File: src/rtl/core/llfs_pkg.sv
// Shared types and constants of the least-laxity-first scheduler.
`default_nettype none
package llfs_pkg;

  localparam int IN_DATA_W  = 96;
  localparam int OUT_DATA_W = 112;
  localparam int REQ_W      = 2;
  localparam int IDX_W      = 4;
  localparam int CNT_W      = 16;
  localparam int MASK_W     = 16;
  localparam int FTIME_W    = 24;
  localparam int RESP_W     = 25;

  typedef enum logic [1:0] {
    REQ_LOAD = 2'd0,
    REQ_TICK = 2'd1,
    REQ_READ = 2'd2
  } req_t;

  typedef enum logic [1:0] {
    ST_OK     = 2'd0,
    ST_LIMIT  = 2'd1,
    ST_BADIDX = 2'd2
  } status_t;

  typedef enum logic [3:0] {
    OP_NONE,
    OP_DECODE,
    OP_SCAN,
    OP_PREEMPT,
    OP_RUN,
    OP_IDLE_TICK,
    OP_DEADLINE,
    OP_ADV,
    OP_STAT
  } op_t;

  typedef enum logic [1:0] {
    A_K,
    A_CUR,
    A_BEST,
    A_REQ
  } asel_t;

  typedef struct packed {
    op_t   op;
    asel_t asel;
    logic  start;
    logic  load_out;
  } cmd_t;

  typedef struct packed {
    logic [REQ_W-1:0] req;
    logic             rd_ok;
    logic             at_limit;
    logic             found;
    logic             do_pre;
  } sts_t;

  typedef struct packed {
    logic [RESP_W-1:0]  resp;
    logic [FTIME_W-1:0] fin;
    logic [CNT_W-1:0]   missed;
    logic [CNT_W-1:0]   preempts;
    status_t            status;
    logic [MASK_W-1:0]  mask;
    logic               finished;
    logic [IDX_W-1:0]   ptask;
    logic               preempted;
    logic               started;
    logic               idle;
    logic [IDX_W-1:0]   run;
  } res_t;

endpackage
`default_nettype wire

File: src/rtl/core/llfs_ctrl.sv
// Sequencer of the scheduler: walks each request through its datapath steps.
`default_nettype none
module llfs_ctrl #(
  parameter int MAX_TASKS = 16
) (
  input  wire logic                   clk,
  input  wire logic                   rst_n,
  input  wire logic                   in_tvalid,
  output logic                        in_tready,
  output logic                        out_tvalid,
  input  wire logic                   out_tready,
  input  wire llfs_pkg::sts_t         sts,
  output llfs_pkg::cmd_t              cmd,
  output logic [((MAX_TASKS > 1) ? $clog2(MAX_TASKS) : 1)-1:0] k
);

  localparam int IW = (MAX_TASKS > 1) ? $clog2(MAX_TASKS) : 1;
  localparam logic [IW-1:0] LAST = IW'(MAX_TASKS - 1);

  typedef enum logic [3:0] {
    S_IDLE, S_DEC, S_SCAN, S_SCAN_END, S_PRE, S_PRE_WR, S_RUN, S_RUN_WR,
    S_DL_RD, S_DL_WR, S_ADV, S_RD_RD, S_RD_WR, S_EMIT
  } state_t;

  state_t        state_r, state_nxt;
  logic [IW-1:0] k_r, k_nxt;
  logic          in_ready_r, in_ready_nxt;
  logic          out_valid_r, out_valid_nxt;

  always_comb begin
    cmd           = '{op: llfs_pkg::OP_NONE, asel: llfs_pkg::A_K, start: 1'b0,
                      load_out: 1'b0};
    state_nxt     = state_r;
    k_nxt         = k_r;
    in_ready_nxt  = in_ready_r;
    out_valid_nxt = out_valid_r & ~out_tready;
    case (state_r)
      S_IDLE: begin
        if (in_tvalid && in_ready_r) begin
          cmd.start    = 1'b1;
          in_ready_nxt = 1'b0;
          state_nxt    = S_DEC;
        end
      end
      S_DEC: begin
        cmd.op = llfs_pkg::OP_DECODE;
        k_nxt  = '0;
        case (sts.req)
          llfs_pkg::REQ_TICK: state_nxt = sts.at_limit ? S_EMIT : S_SCAN;
          llfs_pkg::REQ_READ: state_nxt = sts.rd_ok ? S_RD_RD : S_EMIT;
          default:            state_nxt = S_EMIT;
        endcase
      end
      S_SCAN: begin
        cmd.asel = llfs_pkg::A_K;
        cmd.op   = (k_r != '0) ? llfs_pkg::OP_SCAN : llfs_pkg::OP_NONE;
        if (k_r == LAST) begin
          state_nxt = S_SCAN_END;
        end else begin
          k_nxt = k_r + 1'b1;
        end
      end
      S_SCAN_END: begin
        cmd.op    = llfs_pkg::OP_SCAN;
        state_nxt = S_PRE;
      end
      S_PRE: begin
        if (sts.do_pre) begin
          cmd.asel  = llfs_pkg::A_CUR;
          state_nxt = S_PRE_WR;
        end else begin
          state_nxt = S_RUN;
        end
      end
      S_PRE_WR: begin
        cmd.op    = llfs_pkg::OP_PREEMPT;
        state_nxt = S_RUN;
      end
      S_RUN: begin
        k_nxt = '0;
        if (sts.found) begin
          cmd.asel  = llfs_pkg::A_BEST;
          state_nxt = S_RUN_WR;
        end else begin
          cmd.op    = llfs_pkg::OP_IDLE_TICK;
          state_nxt = S_DL_RD;
        end
      end
      S_RUN_WR: begin
        cmd.op    = llfs_pkg::OP_RUN;
        state_nxt = S_DL_RD;
      end
      S_DL_RD: begin
        cmd.asel  = llfs_pkg::A_K;
        state_nxt = S_DL_WR;
      end
      S_DL_WR: begin
        cmd.op = llfs_pkg::OP_DEADLINE;
        if (k_r == LAST) begin
          state_nxt = S_ADV;
        end else begin
          k_nxt     = k_r + 1'b1;
          state_nxt = S_DL_RD;
        end
      end
      S_ADV: begin
        cmd.op    = llfs_pkg::OP_ADV;
        state_nxt = S_EMIT;
      end
      S_RD_RD: begin
        cmd.asel  = llfs_pkg::A_REQ;
        state_nxt = S_RD_WR;
      end
      S_RD_WR: begin
        cmd.op    = llfs_pkg::OP_STAT;
        state_nxt = S_EMIT;
      end
      S_EMIT: begin
        if (!out_valid_r || out_tready) begin
          cmd.load_out  = 1'b1;
          out_valid_nxt = 1'b1;
          in_ready_nxt  = 1'b1;
          state_nxt     = S_IDLE;
        end
      end
      default: state_nxt = S_IDLE;
    endcase
  end

  always_ff @(posedge clk) begin
    if (!rst_n) begin
      state_r     <= S_IDLE;
      k_r         <= '0;
      in_ready_r  <= 1'b1;
      out_valid_r <= 1'b0;
    end else begin
      state_r     <= state_nxt;
      k_r         <= k_nxt;
      in_ready_r  <= in_ready_nxt;
      out_valid_r <= out_valid_nxt;
    end
  end

  assign in_tready  = in_ready_r;
  assign out_tvalid = out_valid_r;
  assign k          = k_r;

endmodule
`default_nettype wire

File: src/rtl/core/llfs_dp.sv
// Datapath of the scheduler: task table, time base, selection and result register.
`default_nettype none
module llfs_dp #(
  parameter int MAX_TASKS = 16,
  parameter int TIME_BITS = 24
) (
  input  wire logic                              clk,
  input  wire logic                              rst_n,
  input  wire logic [llfs_pkg::REQ_W-1:0]        in_tuser,
  input  wire logic [llfs_pkg::IN_DATA_W-1:0]    in_tdata,
  input  wire llfs_pkg::cmd_t                    cmd,
  input  wire logic [((MAX_TASKS > 1) ? $clog2(MAX_TASKS) : 1)-1:0] k,
  output llfs_pkg::sts_t                         sts,
  output logic [llfs_pkg::OUT_DATA_W-1:0]        out_tdata
);

  localparam int IW = (MAX_TASKS > 1) ? $clog2(MAX_TASKS) : 1;
  localparam int T  = TIME_BITS;
  localparam int LW = ((TIME_BITS > 16) ? TIME_BITS : 16) + 2;
  localparam int CW = llfs_pkg::CNT_W;

  typedef struct packed {
    logic          periodic;
    logic [15:0]   exec;
    logic [T-1:0]  period;
    logic [T-1:0]  rel;
    logic [T-1:0]  deadline;
    logic [15:0]   rem;
    logic [CW-1:0] pre_cnt;
    logic [CW-1:0] miss_cnt;
    logic [T-1:0]  fin;
  } entry_t;

  entry_t entry_mem [MAX_TASKS];

  logic [1:0]     req_r;
  logic [3:0]     idx_r;
  logic           en_r, per_r;
  logic [15:0]    exec_r;
  logic [T-1:0]   period_r, fdl_r, rel_r;

  logic [MAX_TASKS-1:0] valid_r, valid_nxt;
  logic [T-1:0]         time_r, time_nxt;
  logic [IW-1:0]        cur_r, cur_nxt;
  logic                 cur_vld_r, cur_vld_nxt;
  logic                 last_done_r, last_done_nxt;
  logic [IW-1:0]        best_r, best_nxt;
  logic signed [LW-1:0] best_lax_r, best_lax_nxt;
  logic                 found_r, found_nxt;
  llfs_pkg::res_t       res_r, res_nxt;
  logic [llfs_pkg::OUT_DATA_W-1:0] out_r;

  entry_t        rd_r;
  logic          rd_vld_r;
  logic [IW-1:0] addr_r, addr;

  logic          we;
  logic [IW-1:0] wa;
  entry_t        wd;

  logic                 idx_ok;
  logic [IW-1:0]        idx_a;
  logic [T-1:0]         tp1;
  logic signed [LW-1:0] lax;
  logic                 elig;
  logic [15:0]          rem_dec;
  logic [T:0]           dsum;
  logic signed [T:0]    resp;
  logic [llfs_pkg::MASK_W-1:0] hit_bits;

  assign idx_ok = 32'(idx_r) < MAX_TASKS;
  assign idx_a  = IW'(idx_r);
  assign tp1    = time_r + 1'b1;
  assign lax    = $signed(LW'(rd_r.deadline)) - $signed(LW'(time_r)) - $signed(LW'(rd_r.rem));
  assign elig   = rd_vld_r && (rd_r.rem != '0) && (rd_r.periodic || (rd_r.rel <= time_r));
  assign rem_dec = rd_r.rem - 1'b1;
  assign dsum   = {1'b0, rd_r.deadline} + {1'b0, rd_r.period};
  assign resp   = $signed({1'b0, rd_r.fin}) - $signed({1'b0, rd_r.rel});

  always_comb begin
    hit_bits = '0;
    for (int i = 0; i < llfs_pkg::MASK_W; i++) begin
      if (32'(addr_r) == i) begin
        hit_bits[i] = 1'b1;
      end
    end
  end

  assign sts.req      = req_r;
  assign sts.rd_ok    = idx_ok && valid_r[idx_a];
  assign sts.at_limit = (time_r == '1);
  assign sts.found    = found_r;
  assign sts.do_pre   = cur_vld_r && !last_done_r && (!found_r || (cur_r != best_r));

  always_comb begin
    case (cmd.asel)
      llfs_pkg::A_CUR:  addr = cur_r;
      llfs_pkg::A_BEST: addr = best_r;
      llfs_pkg::A_REQ:  addr = idx_a;
      default:          addr = k;
    endcase
  end

  always_comb begin
    valid_nxt     = valid_r;
    time_nxt      = time_r;
    cur_nxt       = cur_r;
    cur_vld_nxt   = cur_vld_r;
    last_done_nxt = last_done_r;
    best_nxt      = best_r;
    best_lax_nxt  = best_lax_r;
    found_nxt     = found_r;
    res_nxt       = res_r;
    we            = 1'b0;
    wa            = addr_r;
    wd            = rd_r;
    if (cmd.start) begin
      res_nxt   = '0;
      found_nxt = 1'b0;
      best_nxt  = '0;
    end
    case (cmd.op)
      llfs_pkg::OP_DECODE: begin
        case (req_r)
          llfs_pkg::REQ_LOAD: begin
            if (idx_ok) begin
              valid_nxt[idx_a] = en_r;
              we          = 1'b1;
              wa          = idx_a;
              wd.periodic = per_r;
              wd.exec     = exec_r;
              wd.period   = period_r;
              wd.rel      = rel_r;
              wd.deadline = fdl_r;
              wd.rem      = exec_r;
              wd.pre_cnt  = '0;
              wd.miss_cnt = '0;
              wd.fin      = '0;
            end else begin
              res_nxt.status = llfs_pkg::ST_BADIDX;
            end
          end
          llfs_pkg::REQ_TICK: begin
            if (time_r == '1) begin
              res_nxt.status = llfs_pkg::ST_LIMIT;
            end
          end
          llfs_pkg::REQ_READ: begin
            if (!(idx_ok && valid_r[idx_a])) begin
              res_nxt.status = llfs_pkg::ST_BADIDX;
            end
          end
          default: ;
        endcase
      end
      llfs_pkg::OP_SCAN: begin
        if (elig && (!found_r || (lax < best_lax_r))) begin
          found_nxt    = 1'b1;
          best_nxt     = addr_r;
          best_lax_nxt = lax;
        end
      end
      llfs_pkg::OP_PREEMPT: begin
        we                = 1'b1;
        wd.pre_cnt        = (rd_r.pre_cnt == '1) ? rd_r.pre_cnt : rd_r.pre_cnt + 1'b1;
        res_nxt.preempted = 1'b1;
        res_nxt.ptask     = llfs_pkg::IDX_W'(cur_r);
      end
      llfs_pkg::OP_RUN: begin
        we              = 1'b1;
        wd.rem          = rem_dec;
        res_nxt.run     = llfs_pkg::IDX_W'(best_r);
        res_nxt.started = !cur_vld_r || (cur_r != best_r);
        cur_nxt         = best_r;
        cur_vld_nxt     = 1'b1;
        if (rem_dec == '0) begin
          res_nxt.finished = 1'b1;
          last_done_nxt    = 1'b1;
          if (!rd_r.periodic) begin
            wd.fin = time_r;
          end
        end else begin
          last_done_nxt = 1'b0;
        end
      end
      llfs_pkg::OP_IDLE_TICK: begin
        res_nxt.idle = 1'b1;
        cur_vld_nxt  = 1'b0;
      end
      llfs_pkg::OP_DEADLINE: begin
        if (rd_vld_r && (tp1 == rd_r.deadline)) begin
          we = 1'b1;
          if (rd_r.rem != '0) begin
            wd.miss_cnt  = (rd_r.miss_cnt == '1) ? rd_r.miss_cnt : rd_r.miss_cnt + 1'b1;
            res_nxt.mask = res_r.mask | hit_bits;
            last_done_nxt = 1'b1;
            if (!rd_r.periodic) begin
              wd.fin = time_r;
            end
          end
          if (rd_r.periodic) begin
            wd.rem      = rd_r.exec;
            wd.deadline = dsum[T] ? '1 : dsum[T-1:0];
          end else begin
            wd.rem = '0;
          end
        end
      end
      llfs_pkg::OP_ADV: begin
        time_nxt = tp1;
      end
      llfs_pkg::OP_STAT: begin
        res_nxt.preempts = rd_r.pre_cnt;
        res_nxt.missed   = rd_r.miss_cnt;
        if (!rd_r.periodic) begin
          res_nxt.fin  = llfs_pkg::FTIME_W'(rd_r.fin);
          res_nxt.resp = llfs_pkg::RESP_W'(resp);
        end
      end
      default: ;
    endcase
  end

  always_ff @(posedge clk) begin
    if (we) begin
      entry_mem[wa] <= wd;
    end
  end

  always_ff @(posedge clk) begin
    rd_r     <= entry_mem[addr];
    rd_vld_r <= valid_r[addr];
    addr_r   <= addr;
  end

  always_ff @(posedge clk) begin
    if (cmd.start) begin
      req_r    <= in_tuser;
      idx_r    <= in_tdata[3:0];
      en_r     <= in_tdata[4];
      per_r    <= in_tdata[5];
      exec_r   <= in_tdata[21:6];
      period_r <= T'(in_tdata[45:22]);
      fdl_r    <= T'(in_tdata[69:46]);
      rel_r    <= T'(in_tdata[93:70]);
    end
    cur_r      <= cur_nxt;
    best_r     <= best_nxt;
    best_lax_r <= best_lax_nxt;
    found_r    <= found_nxt;
    res_r      <= res_nxt;
    if (cmd.load_out) begin
      out_r <= {1'b0, res_r};
    end
  end

  always_ff @(posedge clk) begin
    if (!rst_n) begin
      valid_r     <= '0;
      time_r      <= '0;
      cur_vld_r   <= 1'b0;
      last_done_r <= 1'b0;
    end else begin
      valid_r     <= valid_nxt;
      time_r      <= time_nxt;
      cur_vld_r   <= cur_vld_nxt;
      last_done_r <= last_done_nxt;
    end
  end

  assign out_tdata = out_r;

endmodule
`default_nettype wire

File: src/rtl/core/least_laxity_first_scheduler.sv
// Least-laxity-first task scheduler: top level joining sequencer and datapath.
//
// Requests enter on the in_ channel; in_tuser carries the request type (load,
// tick, read) and in_tdata the task fields. Every request gives exactly one
// result on the out_ channel. One request is handled at a time: in_tready
// drops when a request is taken and rises again once its result is placed in
// the output register.
// A tick runs through the single table read port: one selection sweep over all
// entries, then a read and write back of each entry for the deadline check.
// A result waits in the output register while out_tready is low; the block
// still takes the next request, and stalls only when a second result is ready.
// Reset (rst_n low, synchronous) empties the task table, clears time and
// the running task, and drops out_tvalid.
`default_nettype none
module least_laxity_first_scheduler #(
  parameter int MAX_TASKS = 16,
  parameter int TIME_BITS = 24
) (
  input  wire logic                           clk,
  input  wire logic                           rst_n,
  input  wire logic                           in_tvalid,
  output logic                                in_tready,
  // req_type
  input  wire logic [llfs_pkg::REQ_W-1:0]     in_tuser,
  // task_index, task_enable, periodic flag, work units per job, period_len,
  // first_deadline, release_at
  input  wire logic [llfs_pkg::IN_DATA_W-1:0] in_tdata,
  output logic                                out_tvalid,
  input  wire logic                           out_tready,
  // run_task, cpu_idle, started, preempted, preempted_task, finished,
  // missed_mask, status, stat_preemptions, stat_missed, stat_finish_time,
  // stat_response
  output logic [llfs_pkg::OUT_DATA_W-1:0]     out_tdata
);

  localparam int IW = (MAX_TASKS > 1) ? $clog2(MAX_TASKS) : 1;

  llfs_pkg::cmd_t cmd;
  llfs_pkg::sts_t sts;
  logic [IW-1:0]  k;

  llfs_ctrl #(
    .MAX_TASKS(MAX_TASKS)
  ) u_ctrl (
    .clk       (clk),
    .rst_n     (rst_n),
    .in_tvalid (in_tvalid),
    .in_tready (in_tready),
    .out_tvalid(out_tvalid),
    .out_tready(out_tready),
    .sts       (sts),
    .cmd       (cmd),
    .k         (k)
  );

  llfs_dp #(
    .MAX_TASKS(MAX_TASKS),
    .TIME_BITS(TIME_BITS)
  ) u_dp (
    .clk      (clk),
    .rst_n    (rst_n),
    .in_tuser (in_tuser),
    .in_tdata (in_tdata),
    .cmd      (cmd),
    .k        (k),
    .sts      (sts),
    .out_tdata(out_tdata)
  );

endmodule
`default_nettype wire

File: config.mk
export PLATFORM = sky130hd
export DESIGN_NAME = least_laxity_first_scheduler
export DESIGN_NICKNAME = d
export VERILOG_FILES = /design/src/rtl/core/llfs_pkg.sv /design/src/rtl/core/llfs_ctrl.sv /design/src/rtl/core/llfs_dp.sv /design/src/rtl/core/least_laxity_first_scheduler.sv
export SDC_FILE = /design/constraint.sdc
export NUM_CORES = 2
export LEC_CHECK = 0
export ABC_CLOCK_PERIOD_IN_PS = 13480
export BUFFER_PORTS_ARGS = -buffer_cell sky130_fd_sc_hd__buf_2
export CORE_ASPECT_RATIO = 1.25
export CORE_UTILIZATION = 60
export CTS_CLUSTER_DIAMETER = 150
export CTS_CLUSTER_SIZE = 10
export DETAILED_ROUTE_END_ITERATION = 16
export PLACE_DENSITY = 0.77
export REMOVE_ABC_BUFFERS = 1
export SKIP_CTS_REPAIR_TIMING = 1
export SYNTH_ARGS = -nofsm -noshare
export SYNTH_HDL_FRONTEND = slang
export SYNTH_SLANG_ARGS = --single-unit
File: constraint.sdc
create_clock -name clk -period 13.48 [get_ports clk]
set_input_delay 1.348 -clock clk [delete_from_list [all_inputs] [get_ports clk]]
set_output_delay 1.348 -clock clk [all_outputs]
set_load 0.01 [all_outputs]
# After elaboration in Yosys (flattened, before gate mapping)
# Memories as Yosys holds them, arrays and structs flattened. A register that Yosys moved wholly into a read port is not among the register bits.
# Cells that the tools add are included.
# classes
n_addsub	9
magnitude_cmp	5
eq_ne	53
mux	101
bitwise_logic	3
reduce_logical	40
# ops
operator	count
$mux W161	1
$mux W40	3
$mux W111	1
$mux W16	6
$mux W24	4
$mux W81	1
$pmux W24 S3	1
$mux W65	1
$eq A4 B4 Y1 const B	16
$pmux W16 S2	2
$pmux W4 S13	1
$sub A24 B24 Y25	2
$mux W49	1
$eq A4 B3 Y1 const B	12
$mux W4	12
$pmux W16 S3	1
$pmux W24 S2	1
$mux W1	41
$pmux W4 S9	1
$add A16 B1 Y16 const B	2
$eq A16 B16 Y1 const B	2
$lt A26 B26 Y1	1
$sub A26 B17 Y26	1
$add A24 B24 Y25	1
42 further kinds	96
# totals
register_bits	410
ram_bits	2576
in_bits	102
out_inout_bits	114
wordCells	247
mem_count	1
# memory_table
memory	depth	width	rd	rd_clocked_by_memory_dff	write_ports	line	source
u_dp.entry_mem	16	161	1	1	1	llfs_dp.sv:34	entry_t entry_mem [MAX_TASKS];

# Depth between registers and ports, before layout
# logic_depth
ltp_word	9
ltp_mapped	28
mapped_depth_nobuf	27

# Modules after synthesis
# From an unflattened synthesis, not the netlist that was laid out.
# unflattened
cells_unflattened	6375
area_unflattened_um2	124668.3
# by_module_without_submodules
module	n_inst	cells_per_inst	area_per_inst_um2	seq_area_each_um2
llfs_dp	1	6244	123733.7	91367.6
llfs_ctrl	1	131	934.6	200.2

# Worst setup path after synthesis
# Ideal clock, no wire load.
# synth_path
path_type	register to register
startpoint	register u_dp.time_r[1]
endpoint	memory u_dp.entry_mem[7][0] in the netlist's numbering (enable)
arrival_ns	9.796
t_required_ns	12.796
path_slack_ns	2.999
stages_incl_launch_ff	13
n_path_buf	2
synth_period_minus_slack_ns	10.481
path_cell_list	dfxtp_1 -> ha_1 -> nand4_1 -> or4_1 -> buf_2 -> or4_1 -> nand3_1 -> o2111ai_2 -> or3_1 -> clkbuf_1 -> o22ai_1 -> a22oi_1 -> nor2_1
# synth_via
elab_chain_len	7
# synth_rtl
item	line	source
start: declaration	llfs_dp.sv:43	logic [T-1:0] time_r, time_nxt;
start signal: assignment	llfs_dp.sv:265	time_r <= time_nxt;
$add A24 B1 Y24	llfs_dp.sv:73	assign tp1 = time_r + 1'b1;
$eq A24 B24 Y1	llfs_dp.sv:191	if (rd_vld_r && (tp1 == rd_r.deadline)) begin
$logic_and A1 B1 Y1	llfs_dp.sv:191	
$mux W1	llfs_dp.sv:191	
$pmux W1 S3	llfs_dp.sv:122	case (cmd.op)
$mux W1	llfs_dp.sv:225	if (we) begin
$mux W1 (not written as such)	llfs_dp.sv:226	entry_mem[wa] <= wd;
end: declaration	llfs_dp.sv:34	
# No other way between the ends.

# Final worst setup path
# layout_path
startpoint	register, netlist name u_dp.rd_r[73]
endpoint	register u_dp.best_lax_r[21] (enable)
# layout_via
elab_chain_len	6
# layout_rtl
item	line	source
$sub A24 B24 Y25	llfs_dp.sv:74	assign lax = $signed(LW'(rd_r.deadline)) - $signed(LW'(time_r)) - $signed(LW'(rd_r.rem));
$sub A26 B17 Y26	llfs_dp.sv:74	
via u_dp.lax[24]	llfs_dp.sv:64	logic signed [LW-1:0] lax;
$lt A26 B26 Y1	llfs_dp.sv:157	if (elig && (!found_r || (lax < best_lax_r))) begin
$logic_or A1 B1 Y1	llfs_dp.sv:157	
$logic_and A1 B1 Y1	llfs_dp.sv:157	
$reduce_and A2 Y1 (no line)	n/a	
end signal: assignment	llfs_dp.sv:249	best_lax_r <= best_lax_nxt;
end: declaration	llfs_dp.sv:48	logic signed [LW-1:0] best_lax_r, best_lax_nxt;
# The timed path passes the listed nets, and every way through them passes these cells.
# A chain may end at the register's enable or synchronous reset.

==> flow_summary_export.csv <==
group,metric,value,unit
synth,yosys.area.top_type_share,66.9,%
critical_path,r2r-end,"u_dp.best_lax_r[21]",
die,die_w,415,um
global_route,grt_max_degree,198,
job,max_cap_viol_count,0,
finish,finish.net_count,8972,
sta,tightest_slew,1200,ps
route,wl_met1,123,mm
critical_path,worstPathMaxFanout,26,
die,die_area,215000,um^2
global_route,grtUsageTotal,29.7,%
finish,regArea,91600,um^2
finish,final_cell_mix,"2854 x edfxtp_1, 1057 x nand2_1, 663 x mux2i_1, 372 x and2_1, 368 x clkbuf_16",
route,via_per_inst,6.61,
global_route,first_global_vias,77400,
sta,max_freq,127,MHz
finish,drive_gt1_share,10.8,%
global_route,grt_pass1_wl,478,mm
sta,fin_crit_sh,58.5,%
clock_network,cts_max_path_buffers,4,
synth,synth-async-reset-ratio,0,%
critical_path,crit_path_end_kind,"flop",
synth,synth_edf_count,2854,
sta,tns,0,ps
die,ioPinCount,216,
route,wl_met2,154,mm
synth,yosys-top-cells-area,"edfxtp_1 67%, mux2i_1 5.2%, dfxtp_1 4.6%",
sta,finalSetupViolations,0,
finish,multi_input_area,34200,um^2
critical_path,startpoint_type,"flop",
clock_network,cts-buffers-inserted,364,
synth,syn_inst,8488,
pwr,finalPower,26200,uW
global_route,antenna_found_initial,9,
placement,placed_cell_area,132000,um^2
route,antenna_left,0,
route,wl_per_cell,27.6,um
critical_path,r2r_setup_slack,5600,ps
critical_path,cp.required,14040,ps
route,route.met3.wl,32.7,mm
hold_path,min_path_cells,0,
critical_path,criticalPathCategory,"flop to flop",
route,drt_first_pass_iters,6,
clock_network,clockRootBuffer,"clkbuf_16",
route,routed_wl,324,mm
sta,slew_headroom,19.8,%
finish,fillCellCount,13800,
route,drt_iter0_markers,9504,
critical_path,arrival,8450,ps
critical_path,r2r-start,"u_dp.rd_r[73]",
route,drc,0,
finish,syn2layout_area_growth,11.3,%
pwr,vdd_drop_max,0.000156,V
placement,gp_congestion,0.930,
outcome,run_status,"completed",
synth,synth.distinct_cells,84,
sta,drv_slew,0,
sta,hold_ws,400,ps
sta,final.setup_skew,56.6,ps
die,core-area,212000,um^2
synth,synthFlopType,"edfxtp_1",
synth,yosys_warnings,0,
hold_path,hp-class,"flop to flop",
clock_network,htreeDepth,5,
pwr,p_leak,0.0512,uW
clock_network,clock_latency,970,ps
hold_path,holdPathEnd,"u_dp.out_tdata[33]",
pwr,p_per_area,184,nW/um^2
route,topRoutingLayerUsed,"met5",
sta,final_hold_viol_count,0,
synth,seq_area_frac_synth,71.5,%
hold_path,hold_path_startpoint,"u_dp.res_r[33]",
sta,min_period,7880,ps
global_route,overflow,0,
clock_network,clk_pin_slew,60,ps
route,vias,77700,
sta,rsz0062_at_grt,"no",
synth,synth_area,128000,um^2
synth,syn_avg_cell_area,15.1,um^2
finish,layout_commonest_cell,"edfxtp_1",
synth,yosysTopAreaCell,"edfxtp_1",
placement,portBuffers,212,
die,die_h,518,um
critical_path,crit_start,"u_dp.rd_r[73]",
placement,dpl.hpwl,172,mm
clock_network,cts_tree,"built",
synth,ys_seq_elements,3147,
finish,final_area,142000,um^2
die,initial_core_util,60.4,%
clock_network,clock-sinks,3147,
die,rows,189,
critical_path,rr_worst_depth,22,
power breakdown:
| group | internal (uW) | leakage, uW | switching, uW |
|---|---|---|---|
| combinational | 1540 | 0.0181 | 3270 |
| clock | 5060 | 0.00486 | 3600 |
| sequential | 12300 | 0.0282 | 495 |
area by class of cell:
| class | count | share of cell area, % |
|---|---|---|
| Timing Repair Buffer | 369 | 1.70 |
| Clock inverter | 5 | 0.0360 |
| Sequential cell | 3147 | 64.3 |
| Inverter | 155 | 0.422 |
| Antenna cell | 9 | 0.0158 |
| Multi-Input combinational cell | 4682 | 24.0 |
| Tap cell | 2769 | 2.43 |
| Clock buffer | 621 | 7.14 |
stage by stage:
stage	setup slack [ps]	instances	utilization [%]
finish	5600	11800	67.2
CTS	5710	11700	67.1
detailed placement	5760	11100	62.3
global placement	5860	11100	62.3
global route	5180	11700	67.2
floorplan	-55740	7984	-
cell usage after synthesis, types with 9 or more instances:
cell      count
a41oi_1      10
a22oi_1      20
o21ai_0     201
a21boi_0     26
mux4_2      167
buf_1        18
edfxtp_1   2854
dfxtp_1     293
and2_0       13
and2_1      373
nor3_1      199
a22o_1       63
nor2b_1      32
o311ai_0      9
a311oi_1    328
nand2_1    1058
o211ai_1     23
ha_1        147
o31ai_1      19
buf_2        69
mux2i_1     663
nand2b_1     21
clkbuf_1    415
a31oi_1      22
a32o_1       13
or3_1        19
a211oi_1    340
nor4_1       22
xor2_1       41
a221o_1      14
nand4_1      33
xnor2_1      96
inv_1       152
nor2_1      131
and3_1       23
nand3_1      82
o21a_1       22
a21oi_1     282
a21o_1       43
nand3b_1      9
per-layer routing:
metal / up-vias / GRT usage (%)
met5: - / 0
met4: 6 / 13.2
met3: 818 / 5.00
met2: 4700 / 47.4
met1: 38800 / 40.5
li1: 33300 / -
cell families (layout without fill, tap and decap cells):
family                   Yosys count  in the layout  share of synthesized area (%)
AO/OA/AOI/OAI                   1500           1500                           8.34
flip-flops                      3147           3147                           71.5
buffers and inverters            659           1150                           2.01
multiplexers                     832            832                           8.14
other                              1             10                        0.00293
adder cells (fa/ha/maj)          151            151                           1.50
XOR/XNOR                         137            137                          0.937
AND/OR/NAND/NOR                 2061           2061                           7.56
state kept, by name, summed over array words and instances, names as in the netlist, 2 cells and up:
name / cells
u_dp.best_r: 4
u_dp.time_r: 24
u_ctrl.k: 4
u_dp.idx_a: 4
u_ctrl.state_r: 4
u_dp.valid_r: 16
u_dp.entry_mem: 2576
u_dp.cur_r: 4
u_dp.exec_r: 16
u_dp.out_tdata: 111
u_dp.req_r: 2
u_dp.rd_r: 161
u_dp.addr_r: 4
u_dp.fdl_r: 24
u_dp.best_lax_r: 26
u_dp.rel_r: 24
u_dp.res_r: 111
u_dp.period_r: 24
worst max path at each step:
stage	end	slack (ps)	depth (start not counted)
floorplan	u_dp.rd_r[0]	-55740	9
global placement	u_dp.best_lax_r[19]	5860	22
detailed placement	u_dp.best_lax_r[21]	5760	23
CTS	u_dp.best_lax_r[21]	5710	23
global route	u_dp.best_lax_r[21]	5180	22
finish	u_dp.best_lax_r[21]	5600	22
critical path: stages, from the launching register on:
cell	delay (ps)
dfxtp_1	560
inv_1	270
fa_1	520
nor2b_1	180
o31a_1	210
a211oi_1	160
a211oi_1	650
nor2_1	140
xnor2_1	250
ha_1	330
and2_1	170
o21ai_0	150
o31ai_1	200
nand3b_1	210
or4b_1	530
xor2_1	270
ha_1	310
a21oi_1	160
a31oi_1	160
or4_1	540
inv_1	70
o211ai_1	470
inv_1	980
No activity file was read; power rests on OpenSTA's default activity.
